===== src/design/rbfe_pkg.sv =====
// Shared types and constants for the RGB brightness fade engine.
`timescale 1ns / 1ps

package rbfe_pkg;

  localparam int unsigned ChanW      = 8;
  localparam int unsigned NumChan    = 4;
  localparam int unsigned ChanIdxW   = 2;
  localparam int unsigned MsW        = 16;
  localparam int unsigned ProgW      = 7;
  localparam int unsigned DividendW  = 23;
  localparam int unsigned ProdW      = 28;
  localparam int unsigned RecipShift = 19;

  localparam logic [ProgW-1:0] FullProgress = 7'd100;
  localparam logic [MsW-1:0]   ResetFadeMs  = 16'd400;
  localparam logic [12:0]      RecipHundred = 13'd5243;
  localparam logic [ChanW-1:0] ChanFull     = 8'd255;
  localparam logic [MsW-1:0]   MsMax        = 16'hFFFF;

  localparam logic ModeTick = 1'b0;
  localparam logic ModeCmd  = 1'b1;

  localparam logic RegDefaultFade = 1'b0;

  localparam logic [ChanIdxW-1:0] ChRed   = 2'd0;
  localparam logic [ChanIdxW-1:0] ChGreen = 2'd1;
  localparam logic [ChanIdxW-1:0] ChBlue  = 2'd2;
  localparam logic [ChanIdxW-1:0] ChLevel = 2'd3;

  typedef struct packed {
    logic       mode;
    logic       has_power;
    logic       power_on;
    logic       has_color;
    logic [7:0] red_in;
    logic [7:0] green_in;
    logic [7:0] blue_in;
    logic       has_level;
    logic [7:0] level_in;
    logic       has_duration;
    logic [15:0] duration_ms;
  } rbfe_in_t;

  typedef struct packed {
    logic [7:0] red_out;
    logic [7:0] green_out;
    logic [7:0] blue_out;
    logic [7:0] level_out;
    logic       lamp_on;
    logic       fade_done;
  } rbfe_out_t;

  typedef struct packed {
    logic             start;
    logic [DividendW-1:0] dividend;
    logic [MsW-1:0]   divisor;
  } rbfe_div_req_t;

  typedef struct packed {
    logic             done;
    logic [ProgW-1:0] quotient;
  } rbfe_div_rsp_t;

  typedef enum logic [2:0] {
    StIdle,
    StScale,
    StDivStart,
    StDivWait,
    StMul,
    StRecip,
    StApply,
    StEmit
  } rbfe_state_e;

endpackage


===== src/design/rbfe_div.sv =====
// Iterative restoring divider producing the 7-bit fade progress quotient.
`timescale 1ns / 1ps

module rbfe_div (
  input  logic                   clk_i,
  input  logic                   rst_ni,
  input  rbfe_pkg::rbfe_div_req_t req_i,
  output rbfe_pkg::rbfe_div_rsp_t rsp_o
);

  logic [rbfe_pkg::MsW-1:0]   rem_q, rem_d;
  logic [rbfe_pkg::ProgW-1:0] lo_q, lo_d;
  logic [2:0]                 cnt_q, cnt_d;
  logic                       busy_q, busy_d;
  logic                       done_q, done_d;
  logic [rbfe_pkg::MsW:0]     shifted;
  logic [rbfe_pkg::MsW:0]     trial;
  logic                       fits;

  assign shifted = {rem_q, lo_q[rbfe_pkg::ProgW-1]};
  assign fits    = shifted >= {1'b0, req_i.divisor};
  assign trial   = shifted - {1'b0, req_i.divisor};

  always_comb begin
    rem_d  = rem_q;
    lo_d   = lo_q;
    cnt_d  = cnt_q;
    busy_d = busy_q;
    done_d = 1'b0;
    if (req_i.start) begin
      rem_d  = req_i.dividend[rbfe_pkg::DividendW-1:rbfe_pkg::ProgW];
      lo_d   = req_i.dividend[rbfe_pkg::ProgW-1:0];
      cnt_d  = 3'(rbfe_pkg::ProgW);
      busy_d = 1'b1;
    end else if (busy_q) begin
      if (fits) begin
        rem_d = trial[rbfe_pkg::MsW-1:0];
      end else begin
        rem_d = shifted[rbfe_pkg::MsW-1:0];
      end
      lo_d  = {lo_q[rbfe_pkg::ProgW-2:0], fits};
      cnt_d = cnt_q - 3'd1;
      if (cnt_q == 3'd1) begin
        busy_d = 1'b0;
        done_d = 1'b1;
      end
    end
  end

  always_ff @(posedge clk_i or negedge rst_ni) begin
    if (!rst_ni) begin
      cnt_q  <= '0;
      busy_q <= 1'b0;
      done_q <= 1'b0;
    end else begin
      cnt_q  <= cnt_d;
      busy_q <= busy_d;
      done_q <= done_d;
    end
  end

  always_ff @(posedge clk_i) begin
    rem_q <= rem_d;
    lo_q  <= lo_d;
  end

  assign rsp_o.done     = done_q;
  assign rsp_o.quotient = lo_q;

endmodule


===== src/design/rgb_brightness_fade_engine.sv =====
// Top level of the RGB brightness fade engine: sequencer, state and shared multiplier.
`timescale 1ns / 1ps

// Usage:
// Input channel (in_valid_i/in_ready_o/in_data_i) takes commands and 1 ms ticks.
// A command updates goal, start snapshot and fade length in the accept cycle,
// gives no result, and leaves the block ready in the next cycle.
// A tick outside a fade is dropped with no result. A tick during a fade runs
// the sequencer: scale elapsed time by 100, a 7-step divide for progress
// (skipped when the fade is over or has zero length), then three steps per
// channel on the shared 16x16 multiplier (delta times progress, times the
// reciprocal of 100, apply). The result is loaded into the output register
// from the emit state, and in_ready_o returns in the same cycle as out_valid_o
// rises; no new item is taken while a tick is in progress.
// Output channel (out_valid_o/out_ready_i/out_data_o) holds one result in a
// register; the block accepts the next item while it waits. A further tick
// holds in its last step until the output register is free.
// APB port: default_fade_ms at byte address 0, pready_o always high.
// Reset: all channels 255, lamp off, no fade, default fade 400 ms.
module rgb_brightness_fade_engine (
  input  logic                clk_i,
  input  logic                rst_ni,
  input  logic                in_valid_i,
  output logic                in_ready_o,
  input  rbfe_pkg::rbfe_in_t  in_data_i,
  output logic                out_valid_o,
  input  logic                out_ready_i,
  output rbfe_pkg::rbfe_out_t out_data_o,
  input  logic                psel_i,
  input  logic                penable_i,
  input  logic                pwrite_i,
  input  logic [2:0]          paddr_i,
  input  logic [31:0]         pwdata_i,
  output logic [31:0]         prdata_o,
  output logic                pready_o
);

  rbfe_pkg::rbfe_state_e state_q, state_d;

  logic [rbfe_pkg::ChanW-1:0] cur_q   [rbfe_pkg::NumChan];
  logic [rbfe_pkg::ChanW-1:0] start_q [rbfe_pkg::NumChan];
  logic [rbfe_pkg::ChanW-1:0] goal_q  [rbfe_pkg::NumChan];
  logic [rbfe_pkg::ChanW-1:0] remembered_q;
  logic [rbfe_pkg::MsW-1:0]   elapsed_q;
  logic [rbfe_pkg::MsW-1:0]   fade_len_q;
  logic [rbfe_pkg::MsW-1:0]   default_fade_q;
  logic                       fading_q;
  logic                       power_q;
  logic [rbfe_pkg::ChanIdxW-1:0] ch_q;
  logic [rbfe_pkg::ProgW-1:0] progress_q;
  logic [rbfe_pkg::ProdW-1:0] prod_q;
  logic                       out_valid_q;
  rbfe_pkg::rbfe_out_t        out_q;

  logic                       in_fire;
  logic                       tick_go;
  logic                       cfg_we;
  logic                       full_progress;
  logic                       emit_go;
  logic [rbfe_pkg::MsW-1:0]   mul_a, mul_b;
  logic [31:0]                mul_res;
  logic                       neg;
  logic [rbfe_pkg::ChanW-1:0] mag;
  logic [rbfe_pkg::ChanW-1:0] step;
  rbfe_pkg::rbfe_div_req_t    div_req;
  rbfe_pkg::rbfe_div_rsp_t    div_rsp;

  assign in_fire  = in_valid_i && in_ready_o;
  assign tick_go  = in_fire && (in_data_i.mode == rbfe_pkg::ModeTick) && fading_q;
  assign cfg_we   = psel_i && penable_i && pwrite_i && pready_o;
  assign full_progress = (fade_len_q == '0) || (elapsed_q >= fade_len_q);
  assign emit_go  = !out_valid_q || out_ready_i;

  assign neg  = goal_q[ch_q] < start_q[ch_q];
  assign mag  = neg ? (start_q[ch_q] - goal_q[ch_q]) : (goal_q[ch_q] - start_q[ch_q]);
  assign step = prod_q[rbfe_pkg::RecipShift +: rbfe_pkg::ChanW];
  assign mul_res = mul_a * mul_b;

  rbfe_div u_div (
    .clk_i  (clk_i),
    .rst_ni (rst_ni),
    .req_i  (div_req),
    .rsp_o  (div_rsp)
  );

  always_comb begin
    state_d = state_q;
    case (state_q)
      rbfe_pkg::StIdle: begin
        if (tick_go) begin
          state_d = rbfe_pkg::StScale;
        end
      end
      rbfe_pkg::StScale: begin
        if (full_progress) begin
          state_d = rbfe_pkg::StMul;
        end else begin
          state_d = rbfe_pkg::StDivStart;
        end
      end
      rbfe_pkg::StDivStart: state_d = rbfe_pkg::StDivWait;
      rbfe_pkg::StDivWait: begin
        if (div_rsp.done) begin
          state_d = rbfe_pkg::StMul;
        end
      end
      rbfe_pkg::StMul:   state_d = rbfe_pkg::StRecip;
      rbfe_pkg::StRecip: state_d = rbfe_pkg::StApply;
      rbfe_pkg::StApply: begin
        if (ch_q == rbfe_pkg::ChLevel) begin
          state_d = rbfe_pkg::StEmit;
        end else begin
          state_d = rbfe_pkg::StMul;
        end
      end
      rbfe_pkg::StEmit: begin
        if (emit_go) begin
          state_d = rbfe_pkg::StIdle;
        end
      end
      default: state_d = rbfe_pkg::StIdle;
    endcase
  end

  always_comb begin
    in_ready_o       = 1'b0;
    mul_a            = '0;
    mul_b            = '0;
    div_req.start    = 1'b0;
    div_req.dividend = prod_q[rbfe_pkg::DividendW-1:0];
    div_req.divisor  = fade_len_q;
    case (state_q)
      rbfe_pkg::StIdle: in_ready_o = 1'b1;
      rbfe_pkg::StScale: begin
        mul_a = elapsed_q;
        mul_b = {9'd0, rbfe_pkg::FullProgress};
      end
      rbfe_pkg::StDivStart: div_req.start = 1'b1;
      rbfe_pkg::StMul: begin
        mul_a = {8'd0, mag};
        mul_b = {9'd0, progress_q};
      end
      rbfe_pkg::StRecip: begin
        mul_a = prod_q[rbfe_pkg::MsW-1:0];
        mul_b = {3'd0, rbfe_pkg::RecipHundred};
      end
      default: ;
    endcase
  end

  always_ff @(posedge clk_i or negedge rst_ni) begin
    if (!rst_ni) begin
      state_q <= rbfe_pkg::StIdle;
    end else begin
      state_q <= state_d;
    end
  end

  always_ff @(posedge clk_i or negedge rst_ni) begin
    if (!rst_ni) begin
      for (int i = 0; i < rbfe_pkg::NumChan; i++) begin
        cur_q[i]   <= rbfe_pkg::ChanFull;
        start_q[i] <= rbfe_pkg::ChanFull;
        goal_q[i]  <= rbfe_pkg::ChanFull;
      end
      remembered_q   <= rbfe_pkg::ChanFull;
      elapsed_q      <= '0;
      fade_len_q     <= rbfe_pkg::ResetFadeMs;
      default_fade_q <= rbfe_pkg::ResetFadeMs;
      fading_q       <= 1'b0;
      power_q        <= 1'b0;
      ch_q           <= '0;
      out_valid_q    <= 1'b0;
    end else begin
      if (cfg_we && (paddr_i[2] == rbfe_pkg::RegDefaultFade)) begin
        default_fade_q <= pwdata_i[rbfe_pkg::MsW-1:0];
      end
      if ((state_q == rbfe_pkg::StEmit) && emit_go) begin
        out_valid_q <= 1'b1;
      end else if (out_valid_q && out_ready_i) begin
        out_valid_q <= 1'b0;
      end
      case (state_q)
        rbfe_pkg::StIdle: begin
          if (in_fire && (in_data_i.mode == rbfe_pkg::ModeCmd)) begin
            if (in_data_i.has_power) begin
              power_q <= in_data_i.power_on;
            end
            if (in_data_i.has_color) begin
              goal_q[rbfe_pkg::ChRed]    <= in_data_i.red_in;
              goal_q[rbfe_pkg::ChGreen]  <= in_data_i.green_in;
              goal_q[rbfe_pkg::ChBlue]   <= in_data_i.blue_in;
              start_q[rbfe_pkg::ChRed]   <= cur_q[rbfe_pkg::ChRed];
              start_q[rbfe_pkg::ChGreen] <= cur_q[rbfe_pkg::ChGreen];
              start_q[rbfe_pkg::ChBlue]  <= cur_q[rbfe_pkg::ChBlue];
            end
            if (in_data_i.has_level) begin
              remembered_q              <= in_data_i.level_in;
              goal_q[rbfe_pkg::ChLevel] <= in_data_i.level_in;
            end else if (in_data_i.has_power) begin
              goal_q[rbfe_pkg::ChLevel] <= in_data_i.power_on ? remembered_q : '0;
            end
            if (in_data_i.has_power || in_data_i.has_level) begin
              start_q[rbfe_pkg::ChLevel] <= cur_q[rbfe_pkg::ChLevel];
            end
            elapsed_q  <= '0;
            fading_q   <= 1'b1;
            fade_len_q <= in_data_i.has_duration ? in_data_i.duration_ms : default_fade_q;
          end else if (tick_go) begin
            if (elapsed_q != rbfe_pkg::MsMax) begin
              elapsed_q <= elapsed_q + 16'd1;
            end
          end
        end
        rbfe_pkg::StScale: ch_q <= rbfe_pkg::ChRed;
        rbfe_pkg::StApply: begin
          cur_q[ch_q] <= neg ? (start_q[ch_q] - step) : (start_q[ch_q] + step);
          ch_q        <= ch_q + 2'd1;
        end
        rbfe_pkg::StEmit: begin
          if (emit_go && (progress_q == rbfe_pkg::FullProgress)) begin
            fading_q <= 1'b0;
          end
        end
        default: ;
      endcase
    end
  end

  always_ff @(posedge clk_i) begin
    case (state_q)
      rbfe_pkg::StScale: begin
        prod_q <= mul_res[rbfe_pkg::ProdW-1:0];
        if (full_progress) begin
          progress_q <= rbfe_pkg::FullProgress;
        end
      end
      rbfe_pkg::StDivWait: begin
        if (div_rsp.done) begin
          progress_q <= div_rsp.quotient;
        end
      end
      rbfe_pkg::StMul, rbfe_pkg::StRecip: prod_q <= mul_res[rbfe_pkg::ProdW-1:0];
      rbfe_pkg::StEmit: begin
        if (emit_go) begin
          out_q.red_out   <= cur_q[rbfe_pkg::ChRed];
          out_q.green_out <= cur_q[rbfe_pkg::ChGreen];
          out_q.blue_out  <= cur_q[rbfe_pkg::ChBlue];
          out_q.level_out <= cur_q[rbfe_pkg::ChLevel];
          out_q.lamp_on   <= power_q;
          out_q.fade_done <= (progress_q == rbfe_pkg::FullProgress);
        end
      end
      default: ;
    endcase
  end

  assign out_valid_o = out_valid_q;
  assign out_data_o  = out_q;
  assign pready_o    = 1'b1;
  assign prdata_o    = (paddr_i[2] == rbfe_pkg::RegDefaultFade) ?
                       {16'd0, default_fade_q} : 32'd0;

endmodule


===== config.mk =====
export PLATFORM = sky130hd
export DESIGN_NAME = rgb_brightness_fade_engine
export DESIGN_NICKNAME = d
export VERILOG_FILES = /design/src/design/rbfe_pkg.sv /design/src/design/rbfe_div.sv /design/src/design/rgb_brightness_fade_engine.sv
export SDC_FILE = /design/constraint.sdc
export NUM_CORES = 1
export LEC_CHECK = 0
export ABC_CLOCK_PERIOD_IN_PS = 7050
export BUFFER_PORTS_ARGS = -buffer_cell sky130_fd_sc_hd__buf_2
export CAP_MARGIN = 20
export CORE_MARGIN = 10
export CORE_UTILIZATION = 55
export DETAILED_ROUTE_END_ITERATION = 8
export GPL_ROUTABILITY_DRIVEN = 0
export MAX_ROUTING_LAYER = met4
export PLACE_DENSITY = 0.77
export SLEW_MARGIN = 20
export SYNTH_ARGS = -nofsm -noshare
export SYNTH_HDL_FRONTEND = slang
export SYNTH_SLANG_ARGS = --single-unit

===== constraint.sdc =====
create_clock -name clk_i -period 7.05 [get_ports clk_i]
set_input_delay 0.3525 -clock clk_i [delete_from_list [all_inputs] [get_ports clk_i]]
set_output_delay 0.3525 -clock clk_i [all_outputs]
set_load 0.02 [all_outputs]

Word level (Yosys, flattened, before mapping)
Index checks and enable logic that the tools add are counted.
{ "word_totals": {"reg_bits": 256, "input_bits": 96, "elab_cells": 156} }
{ "op_classes": {"n_addsub": 8, "n_mul": 1, "order_cmp": 5, "n_eq_ne": 17, "n_mux": 51, "n_bitwise": 3, "reduce_logical": 37} }
{ "ops": {"columns": ["operator", "n"], "rows": [
  ["$mux 16", 8],
  ["$mux 8", 10],
  ["$pmux 16 s3", 1],
  ["$pmux 13 s3", 1],
  ["$bmux 8 s2", 2],
  ["$bwmux 32", 1],
  ["$mux 7", 4],
  ["$mul 16x13->27", 1],
  ["$reduce_and 3->1", 9],
  ["$pmux 3 s8", 1],
  ["$sub 8x8->8", 3],
  ["$mux 3", 6],
  ["$ge 17x16->1", 1],
  ["$add 16x1->16 const B", 1],
  ["$demux 8 s2", 1],
  ["$ge 16x16->1", 1],
  ["$logic_not 16->1", 1],
  ["$ne 16x16->1 const B", 1],
  ["$reduce_bool 2->1", 8],
  ["$sub 16x16->16", 1],
  ["$pmux 7 s2", 1],
  ["$eq 3x3->1 const B", 4],
  ["$mux 1", 12],
  ["$logic_and 1x1->1", 11],
  ["other kinds (22)", 32]
]} }

Longest topological paths before layout
Gate-level depths: netlist of run 1.
{ "depth": {"depth_word": 8, "ltp_mapped": 29, "mapped_depth_nobuf": 28} }

Hierarchy
Synthesis of run 1 repeated with hierarchy kept, for this count alone.
{ "unflattened": {"cells_unflattened": 1813, "hier_area_um2": 19005.7} }
{ "modules_own_cells": {"columns": ["mod", "n_inst", "cells_each", "area_per_inst_um2", "seq_area_each_um2"], "rows": [
  ["rgb_brightness_fade_engine", 1, 1582, 16748.6, 6183.4],
  ["rbfe_div", 1, 231, 2257.2, 815.8]
]} }

Worst setup path after synthesis of run 1
No wires, ideal clock.
{ "synth_path": {"path_type": "register -> register", "start": "reg ch_q[0] (netlist name)", "end": "reg prod_q[25] (netlist name), data pin", "setup_ns": 0.266, "arrival_ns": 7.341, "required_ns": 6.784, "slack_ns": -0.557, "path_stages_with_launch": 29, "synth_period_minus_slack_ns": 7.607, "cell_sequence": "dfrtp_1 buf_2 buf_2 mux4_2 ha_1 a21oi_1 o21a_2 a22oi_1 o21bai_1 a221oi_1 mux2i_1 a21oi_1 fa_1 inv_1 fa_1 inv_1 fa_1 ha_1 inv_1 fa_1 inv_1 ha_1 o21a_1 nor2_1 a31oi_1 o221ai_1 nor4_1 o41ai_1 xnor2_1"} }
{ "synth_between": {"elab_chain_len": 8, "word_cells_on_any_way": 13, "classes_between": "2 x add/sub; 1 x mul; 1 x order compare; 8 x mux; 1 x bitwise"} }
{ "synth_rtl": {"columns": ["item", "line_no", "source"], "rows": [
  ["start: declaration", "rgb_brightness_fade_engine.sv:49", "logic [rbfe_pkg::ChanIdxW-1:0] ch_q;"],
  ["start signal: assignment", "rgb_brightness_fade_engine.sv:215", "rbfe_pkg::StScale: ch_q <= rbfe_pkg::ChRed;"],
  ["start signal: assignment", "rgb_brightness_fade_engine.sv:218", "ch_q <= ch_q + 2'd1;"],
  ["$not 2->3 (implied by the code) *", "rgb_brightness_fade_engine.sv:74, rgb_brightness_fade_engine.sv:75", null],
  ["$bmux 8 s2", "rgb_brightness_fade_engine.sv:74, rgb_brightness_fade_engine.sv:75", null],
  ["$mux 8 (implied by the code) (2 in series)", "rgb_brightness_fade_engine.sv:74, rgb_brightness_fade_engine.sv:75", null],
  ["$sub 8x8->8 or $lt 8x8->1 (tied branches)", "rgb_brightness_fade_engine.sv:75, rgb_brightness_fade_engine.sv:74", null],
  ["$mux 8 *", "rgb_brightness_fade_engine.sv:75", "assign mag = neg ? (start_q[ch_q] - goal_q[ch_q]) : (goal_q[ch_q] - start_q[ch_q]);"],
  ["$pmux 16 s3 *", "rgb_brightness_fade_engine.sv:132", "case (state_q)"],
  ["$mul 16x13->27 *", "rgb_brightness_fade_engine.sv:77", "assign mul_res = mul_a * mul_b;"],
  ["named net mul_res[25]", "rgb_brightness_fade_engine.sv:61", "logic [31:0] mul_res;"],
  ["end signal: assignment", "rgb_brightness_fade_engine.sv:233", "prod_q <= mul_res[rbfe_pkg::ProdW-1:0];"],
  ["end signal: assignment", "rgb_brightness_fade_engine.sv:243", "rbfe_pkg::StMul, rbfe_pkg::StRecip: prod_q <= mul_res[rbfe_pkg::ProdW-1:0];"],
  ["end: declaration", "rgb_brightness_fade_engine.sv:51", "logic [rbfe_pkg::ProdW-1:0] prod_q;"]
]} }
The timed path passes the listed nets; every way through them passes the cells marked *. The select of a mux whose other input is x is not followed.
A chain may end at the register's enable or synchronous reset.

Worst setup path in the final report of run 1
Ends and elaborated chain as after synthesis.

==> results.toml, run 1 <==
[worst_setup_path]
crit_family = "adder cells"
crit_path_end_kind = "flop"
worstSetupPathType = "flop to flop"
r2r_end = "prod_q[25]"
rrSetupSlack_ps = -560
reg2reg_from = "ch_q[0]"
cpMaxStageDelayCell = "mux4_2"
r2r_cells = 27
cpPeakStageDelay_ps = 550
worstPathArrival_ps = 7910
path_max_fanout = 6
worstPathRequired_ps = 7350
cpMostUsedCell = "fa_1"
crit_buf_inv = 5
startpoint_type = "flop"

[min_path]
hp-class = "primary input to flop"
min_to = "default_fade_q[11]"
worstHoldStart = "pwdata_i[11]"
hold-path-cell-count = 2

[clock_network]
clockBufferDepth = 3
clkTransAtPathRegs_ps = 70
cts_inserted_buffers = 28
cts.sinks = 256
clock-root-buffer = "clkbuf_16"
cts_tree = "built"
htree_levels = 1
clock_latency_ps = 560

[global_routing]
grt_pass1_vias = 14800
grt_util_all_layers_pct = 23.4
antenna_found_initial = 0
grt_pass1_wl_mm = 76.9
overflow = 0
grt_max_degree = 105

[floorplan]
dieArea_sq_um = 41700
rows = 67
core_sq_um = 33500
start_util_pct = 55.7
io_pins = 165
fp.dieW_um = 204
die_y_um = 204

[finish]
fill_cells = 2469
layout-drive-gt1-share_pct = 30.4
final_nets = 2368
syn2layout_area_growth_pct = 18.3
post-route-util_pct = 65.9
seqCellArea_sq_um = 7000
multi_input_area_sq_um = 11000
antennaDiodeCount = 0

[route]
vias = 14200
vias_per_cell = 5.74
first_pass_iters = 5
wl_mm = 48.2
drcViolationCount = 0
ant_nets = 0
post_drt_wl_per_cell_um = 19.4
drt_iter0_drc = 1125

[sta]
final_hold_viol_count = 0
timing.slew.headroom_pct = 30.7
tightest_slew_ps = 1040
fin_ws_ps = -563
rsz0062_at_grt = "yes"
finalCritPeriodShare_pct = 108
fmax_mhz = 131
setup_viol_count_final = 14
drv_slew = 0
period_minus_slack_ps = 7610
finClkSkew_ps = 12.4
setup_tns_ps = -4390

[placed_design]
portBuffers = 129
dp_hpwl_mm = 36.5

[yosys]
synth-edff-count = 91
yosys_warnings = 0
synth_cell_types = 76
ys_seq_elements = 256
async_flop_share_pct = 64.5
synth_area_sq_um = 18700
netlist_instances = 1807
syn_avg_cell_area_sq_um = 10.3
synthFlopType = "dfstp_2"
synth-seq-area-share_pct = 37.5

[run_status]
status = "finished, violations left"
violations = "negative setup slack"

[power]
power.density_nw_per_um2 = 401
p_leak_nw = 10.4
ir_worst_vdd_uv = 277

[run]
max_cap_viol_count = 0
==> per-layer routing <==
metal  up-vias  GRT usage (%)  wire (um)  share of wire (%)
met5         -              -          0                  0
met4         0           8.94       1930                4.0
met3       117           4.22       3930                8.2
met2       577           37.2      22600                 47
met1      6973           29.3      19700                 41
li1       6572              -          -                  -
==> kinds of logic after synthesis <==
group	count (synthesis)	share of synthesized area (%)
flip-flops	256	37.5
AO/OA/AOI/OAI	327	11.2
AND/OR/NAND/NOR	436	11.2
multiplexers	130	8.66
adder cells (fa/ha/maj)	260	21.2
other	2	0.0402
buffers and inverters	331	7.08
XOR/XNOR	65	3.05
==> flip-flops by register name (all words and copies together), names as in the netlist, 7 cells and up <==
signal	count
cur_q	32
default_fade_q	16
elapsed_q	16
fade_len_q	16
goal_q	32
out_data_o	34
prod_q	27
progress_q	7
remembered_q	8
start_q	32
u_div.lo_q	7
u_div.rem_q	16
==> final cells by class <==
cell class / count / share of cell area, %
Timing Repair Buffer: 239 / 6.92
Sequential cell: 256 / 31.7
Tap cell: 448 / 2.54
Clock inverter: 13 / 1.04
Inverter: 252 / 4.28
Clock buffer: 39 / 3.89
Multi-Input combinational cell: 1235 / 49.6
==> worst reg2reg max path: cells and delay by family (launching register included) <==
family	cells	cell delay [ps]
DFF	1	420
and+or+nand+nor	5	750
AOI/OAI and AO/OA	7	1970
buffers and inverters	5	590
adders and majority gates	8	2960
xor gates and xnor gates	1	110
muxes	1	560
==> synth_stat cells, drive strengths merged, types with 9 or more instances <==
master    n  share of area, %
and3     33               1.1
a21o     30               1.2
dfrtp    55               7.4
edfxtp   91                15
o21ai    91               2.5
a31oi    10              0.34
ha      166                11
fa       94                10
nor2b    29               1.0
o211ai   11              0.44
xor2     21              0.99
o21a     17              0.69
a22oi    11              0.44
inv     252               5.1
nand2b   19              0.64
buf      35               1.1
nand2   122               2.5
mux2i    23               1.2
or2      10              0.34
mux2     91               5.5
nor2    119               2.4
a211oi   10              0.43
nand4    18              0.60
clkbuf   44              0.89
nand3    28              0.75
nor3     24              0.64
dfstp   110                15
and2      9              0.30
mux4     16               1.9
a21oi   100               2.7
xnor2    44               2.1
==> power breakdown <==
| group | switching, mW | internal [mW] | leakage (nW) |
|---|---|---|---|
| Combinational | 2.59 | 1.93 | 7.17 |
| Clock | 0.642 | 1.05 | 0.533 |
| Sequential | 0.366 | 2.27 | 2.70 |
==> cells in the final DEF, fill, tap and decap left out, types with 21 or more instances in the layout <==
master | Yosys | final
xnor2_1 | 44 | 42
a21oi_1 | 99 | 82
mux2i_1 | 23 | 22
nand2_1 | 122 | 120
fa_1 | 94 | 90
nor2b_1 | 28 | 27
buf_4 | 17 | 102
mux2_2 | 91 | 90
dfstp_2 | 110 | 110
o21ai_0 | 83 | 71
nor2_1 | 119 | 113
and3_1 | 33 | 31
inv_1 | 251 | 238
dfrtp_1 | 55 | 54
a21o_1 | 30 | 30
buf_2 | 11 | 128
xor2_1 | 21 | 21
ha_1 | 166 | 154
edfxtp_1 | 91 | 91
clkbuf_16 | 0 | 33
nand3_1 | 28 | 26
==> stage by stage <==
stage / cell area, sq um / hold slack, ps / power, mW / setup WS [ps] / std cells
after global placement: 20500 / 429 / 6.71 / -386 / 2415
after detailed placement: 20500 / 456 / 6.85 / -503 / 2415
after CTS: 21800 / 3.03 / 8.68 / -357 / 2472
final: 22100 / 25.2 / 8.85 / -563 / 2482
after global routing: 22100 / 9.57 / 9.41 / -752 / 2482
after floorplan: 19000 / 56.9 / 5.48 / -36.3 / 1822
==> worst max-delay path by stage <==
stage / cells past startpoint / end / slack (ps) / startpoint
2_1_floorplan: 28 / prod_q[25] / -40 / ch_q[0]
3_3_place_gp: 28 / prod_q[24] / -390 / ch_q[0]
3_5_place_dp: 28 / prod_q[25] / -500 / ch_q[0]
4_1_cts: 28 / prod_q[24] / -360 / ch_q[0]
5_1_grt: 29 / prod_q[25] / -750 / ch_q[0]
6_report: 27 / prod_q[25] / -560 / ch_q[0]
==> timing repair <==
item | 4_1_cts | 5_1_grt
pin swaps | 13 | 55
hold endpoints to repair | 2 | 0
setup endpoints to repair | 14 | 17
buffers inserted | 4 | 11
gates resized for setup | 30 | 51
hold buffers | 1 | 0
Note: power is estimated with default switching activity, not from simulation.
==> run 2: changes to the inputs <==
Settings changed: ABC_AREA from default to 1, SYNTH_HIERARCHICAL from default to 1.
==> run 2 against run 1 <==
Against the previous run:
- the flow now finishes without violations
- first-iteration DRC count rose by 36%
- synthesized area is 4.3% higher
- synthesized cell count grew 29%
- clock skew is 5.3 ps higher
- sequential power grew 14%
- fmax is 14% higher
- clock power down 11%
- die area increased by 3.8%
- sequential share of layout area up 0.31 points
- via count rose by 13%
- register-to-register slack better by 930 ps
- critical path depth increased by 1
==> results.toml, run 2 <==
[run_status]
status = "finished clean"

[worst_setup_path]
reg2reg_from = "ch_q[0]"
cpMostUsedCell = "fa_1"
worstPathRequired_ps = 7350
startpoint_type = "flop"
r2r_cells = 28
r2r_end = "prod_q[22]"
worstPathArrival_ps = 6980
crit_buf_inv = 5
worstSetupPathType = "flop to flop"
crit_path_end_kind = "flop"
cpPeakStageDelay_ps = 530
rrSetupSlack_ps = 370
path_max_fanout = 16
crit_family = "adder cells"
cpMaxStageDelayCell = "fa_1"

[yosys]
yosys_warnings = 6
synth_most_common_cell = "nand2_1"
netlist_instances = 2326
async_flop_share_pct = 64.5
synthFlopType = "dfstp_2"
synth_top_cell_by_area = "dfstp_2"
yosysTopAreaCellShare_pct = 14.9
synth_cell_types = 54
synth_area_sq_um = 19500
synth-edff-count = 91
synth_area_leaders = "dfstp_2 15%, edfxtp_1 14%, ha_1 11%, nand2_1 10%, fa_1 9.7%"
syn_avg_cell_area_sq_um = 8.37
ys_seq_elements = 256
netlist_top_cells_count = "534 x nand2_1, 425 x inv_1, 173 x nor2_1, 169 x ha_1, 131 x a21oi_1"
synth-seq-area-share_pct = 36.0

[finish]
final_cell_mix = "529 x nand2_1, 423 x inv_1, 172 x nor2_1"
antennaDiodeCount = 0
fill_cells = 2796
syn2layout_area_growth_pct = 12.4
layout-drive-gt1-share_pct = 18.5
mostFrequentLayoutCell = "nand2_1"
final_nets = 2832
largest_reg_flops = 34
stdcell_count = 2948

[clock_network]
clockBufferDepth = 3
htree_levels = 1
cts_tree = "built"
cts_inserted_buffers = 27
cts.sinks = 256
clock_latency_ps = 540
clkTransAtPathRegs_ps = 70
clock-root-buffer = "clkbuf_16"

[sta]
finalCritPeriodShare_pct = 94.8
drv_slew = 0
tightest_slew_ps = 1020
fmax_mhz = 150
setup_viol_count_final = 0
timing.slew.headroom_pct = 31.7
period_minus_slack_ps = 6680
final_hold_viol_count = 0
fin_ws_ps = 368
finClkSkew_ps = 17.7

[route]
drcViolationCount = 0
first_pass_iters = 5
vias_per_cell = 5.46
ant_nets = 0
wl_mm = 50.5
vias = 16100
drt_iter0_drc = 1526
post_drt_wl_per_cell_um = 17.1

[global_routing]
grt_pass1_vias = 16100
antenna_found_initial = 0
overflow = 0
grt_max_degree = 90
grt_pass1_wl_mm = 81.8
grt_util_all_layers_pct = 23.3

[placed_design]
dpl_worst_slack_ps = 75.6
dp_cells = 2896
portBuffers = 129
dp_hpwl_mm = 39.5

[min_path]
hold-path-cell-count = 3
hp-class = "primary input to flop"
min_to = "goal_q[28]"
worstHoldStart = "in_data_i[46]"

[floorplan]
fp.dieW_um = 208
start_util_pct = 56.1
rows = 68
core_sq_um = 34700
dieArea_sq_um = 43300
io_pins = 165
die_y_um = 208

[power]
p_leak_nw = 11.1
power.density_nw_per_um2 = 507
ir_worst_vdd_uv = 422

[run]
max_cap_viol_count = 0
run 2: changes by cell type after synthesis, sizes merged, moves of 26 or more:
| cell | previous run | this run |
|---|---|---|
| a21oi | 100 | 132 |
| and3 | 33 | 0 |
| inv | 252 | 432 |
| mux2 | 91 | 49 |
| nand2 | 122 | 540 |
| nand3 | 28 | 107 |
| nor2 | 119 | 183 |
| nor2b | 29 | 0 |
| o21ai | 91 | 120 |
| xnor2 | 44 | 18 |
run 2: logic make-up after synthesis:
family | Yosys count | synth area share, %
AOI/OAI and AO/OA | 292 | 8.22
xor gates and xnor gates | 51 | 2.30
adders and majority gates | 263 | 20.5
buffers and inverters | 512 | 10.6
DFF | 256 | 36.0
muxes | 49 | 2.84
other | 2 | 0.0386
and+or+nand+nor | 901 | 19.5
run 2: metrics by stage:
step           hold slack, ps  util (%)  area [sq um]  TNS (ps)  total power, mW
2_1_floorplan            56.9         -         19500         0             7.37
3_3_place_gp              428      59.6         20700         0             9.03
3_5_place_dp              428      59.6         20700         0             9.27
4_1_cts                  18.6      62.4         21700         0             10.8
5_1_grt                  36.0      63.0         21900     -2.32             12.0
6_report                 31.7      63.0         21900         0             11.1
run 2: layer usage:
metal	GRT usage, %	part of all wire [%]
met1	29.4	41
met2	37.6	47
met3	4.58	8.5
met4	6.45	2.9
met5	-	0
run 2: how the worst max path moves through the flow:
stage / from / endpoint / cells past startpoint
3_3_place_gp: ch_q[0] / prod_q[22] / 32
2_1_floorplan: ch_q[0] / prod_q[15] / 30
5_1_grt: ch_q[0] / prod_q[22] / 30
4_1_cts: ch_q[0] / prod_q[22] / 31
3_5_place_dp: ch_q[0] / prod_q[22] / 31
6_report: ch_q[0] / prod_q[22] / 28
run 2: tightest hold or removal path, stage by stage:
cell     delay (ps)
buf_2            70
nand2_1          40
o21ai_0          60
run 2: repair_timing:
action | in CTS | in global routing
hold buffers | 1 | 0
endpoints found under the hold margin | 3 | 0
setup endpoints to repair | 0 | 18
setup buffers | 0 | 1
resized for setup | 0 | 44
run 2: power breakdown:
group	switching (mW)	total (mW)	internal, mW
sequential	0.491	2.99	2.50
combinational	4.24	6.60	2.36
clock	0.608	1.50	0.894
run 2: final cells by class:
class	count	area [sq um]	share of cell area (%)
tap	455	569	2.60
sequential	256	7000	32.0
multi-input combinational	1573	10600	48.5
clock inverter	9	78.8	0.360
clock buffer	40	871	3.98
inverter	433	1630	7.44
timing repair buffer	182	1110	5.07
==> run 3: changes to the inputs <==
Settings changed: PLACE_DENSITY 0.77 to default, PLACE_DENSITY_LB_ADDON from default to 0.08.
==> run 3 against run 2 <==
Against the previous run:
- combinational power is essentially flat
- clock power grew 3%
- sequential share of layout area shrank 0.49 points
- largest power group unchanged
==> results.toml, run 3 (synthesized netlist as in run 2, its figures left out) <==
[run_status]
status = "finished clean"

[worst_setup_path]
cpMostUsedCell = "nand2_1"
path_max_fanout = 14
crit_path_end_kind = "flop"
worstSetupPathType = "flop to flop"
startpoint_type = "flop"
worstPathRequired_ps = 7370
cpPeakStageDelay_ps = 570
worstPathArrival_ps = 7030
r2r_cells = 33
cpMaxStageDelayCell = "fa_1"

[placed_design]
dp_cells = 2903
dp_hpwl_mm = 40.0
portBuffers = 129
post_dp_cell_area_sq_um = 20800

[power]
p_clk_share_pct = 13.9
power.density_nw_per_um2 = 501
finalPower_mw = 11.1
p_leak_nw = 11.3
p_seq_share_pct = 26.9
p_comb_share_pct = 59.2
switching_share_pct = 48.2
p_switching_mw = 5.36
p_int_mw = 5.77
ir_worst_vdd_uv = 347

[min_path]
hp-class = "primary input to flop"
hold-path-cell-count = 3

[sta]
finClkSkew_ps = 18.4
setup_tns_ps = 0
drv_slew = 0
final_hold_viol_count = 0
tightest_slew_ps = 922
setup_viol_count_final = 0
fmax_mhz = 149
timing.slew.headroom_pct = 38.5
finalCritPeriodShare_pct = 95.2
period_minus_slack_ps = 6710

[finish]
final_area_sq_um = 22200
layout-drive-gt1-share_pct = 18.5
syn2layout_area_growth_pct = 14.2
stdcell_count = 2990
mostFrequentLayoutCell = "nand2_1"
antennaDiodeCount = 0
final_cell_mix = "529 x nand2_1, 421 x inv_1, 171 x nor2_1"
largest_reg_flops = 34
seqCellArea_sq_um = 7000
fill_cells = 2971
multi_input_area_sq_um = 10600
final_nets = 2871

[global_routing]
antenna_found_initial = 0
grt_max_degree = 100
grt_pass1_wl_mm = 83.1
grt_pass1_vias = 16000
grt_util_all_layers_pct = 23.9
overflow = 0

[run]
max_cap_viol_count = 0

[clock_network]
clock-root-buffer = "clkbuf_16"
clockBufferDepth = 3
htree_levels = 1
cts.sinks = 256
cts_tree = "built"
clkTransAtPathRegs_ps = 60
clock_latency_ps = 590
cts_inserted_buffers = 29

[route]
met2WireLength_mm = 22.6
drcViolationCount = 0
vias = 15800
post_drt_wl_per_cell_um = 16.9
ant_nets = 0
routed.top_layer = "met4"
wl_mm = 50.6
vias_per_cell = 5.29
wl_met1_mm = 23.3
first_pass_iters = 5
drt_iter0_drc = 1195
wl_met3_mm = 2.91

[floorplan]
start_util_pct = 56.1
rows = 68
core_sq_um = 34700
fp.dieW_um = 208
die_y_um = 208
dieArea_sq_um = 43300
io_pins = 165
run 3: changes by cell type in the layout (fill, tap and decap cells not counted), moves of 4 or more:
cell,delta
clkbuf_16,-4
dlygate4sd3_1,+26
a21oi_2,-5
buf_4,+11
ha_1,+4
a21oi_1,+5
run 3: final cells by class:
cell class	count	share of cell area (%)
Clock inverter	12	0.603
Timing Repair Buffer	219	6.48
Multi-Input combinational cell	1573	47.7
Clock buffer	42	3.76
Tap cell	455	2.56
Sequential cell	256	31.5
Inverter	433	7.35
run 3: worst max-delay path: cells and delay by family (launching register included):
kind / cells / cell delay, ps
flip-flops: 1 / 480
XOR/XNOR: 1 / 80
AND/OR/NAND/NOR: 14 / 1380
buffers and inverters: 8 / 700
adder cells (fa/ha/maj): 7 / 3040
AO/OA/AOI/OAI: 3 / 760
run 3: power by group through the flow:
stage	Combinational (mW)	Sequential, mW	Clock [mW]
CTS	6.44	2.98	1.57
finish	6.60	2.99	1.55
detailed placement	6.34	3.00	0
global route	7.48	3.05	1.63
floorplan	4.60	2.78	0
global placement	6.21	2.99	0
run 3: timing repair:
action,CTS,global route
endpoints found under the setup margin,3,19
setup buffers,0,5
resized for setup,2,38
hold buffers,27,0
hold endpoints to repair,80,0
pin swaps,0,2
run 3: metal layers:
layer | track usage (%) | up-vias
met1 | 32.3 | 7561
met3 | 2.74 | 77
met4 | 8.27 | 0
met2 | 36.7 | 436
li1 | - | 7739
met5 | - | -
run 3: final timing paths:
path / to / slack (ps) / from
min in group asynchronous: default_fade_q[0] / 480 / rst_ni
max: prod_q[25] / 340 / ch_q[0]
min reg2reg: out_data_o[1] / 450 / power_q
max in group asynchronous: power_q / 5240 / rst_ni
min: goal_q[0] / 10 / in_data_i[17]
max reg2reg: prod_q[25] / 340 / ch_q[0]
run 3: through the flow:
stage	setup WS, ps	utilization [%]	hold WS, ps
5_1_grt	-71.3	64.0	1.77
3_5_place_dp	14.4	59.8	445
6_report	338	64.0	11.7
4_1_cts	16.6	63.4	0.0900
2_1_floorplan	139	-	56.9
3_3_place_gp	84.2	59.8	444
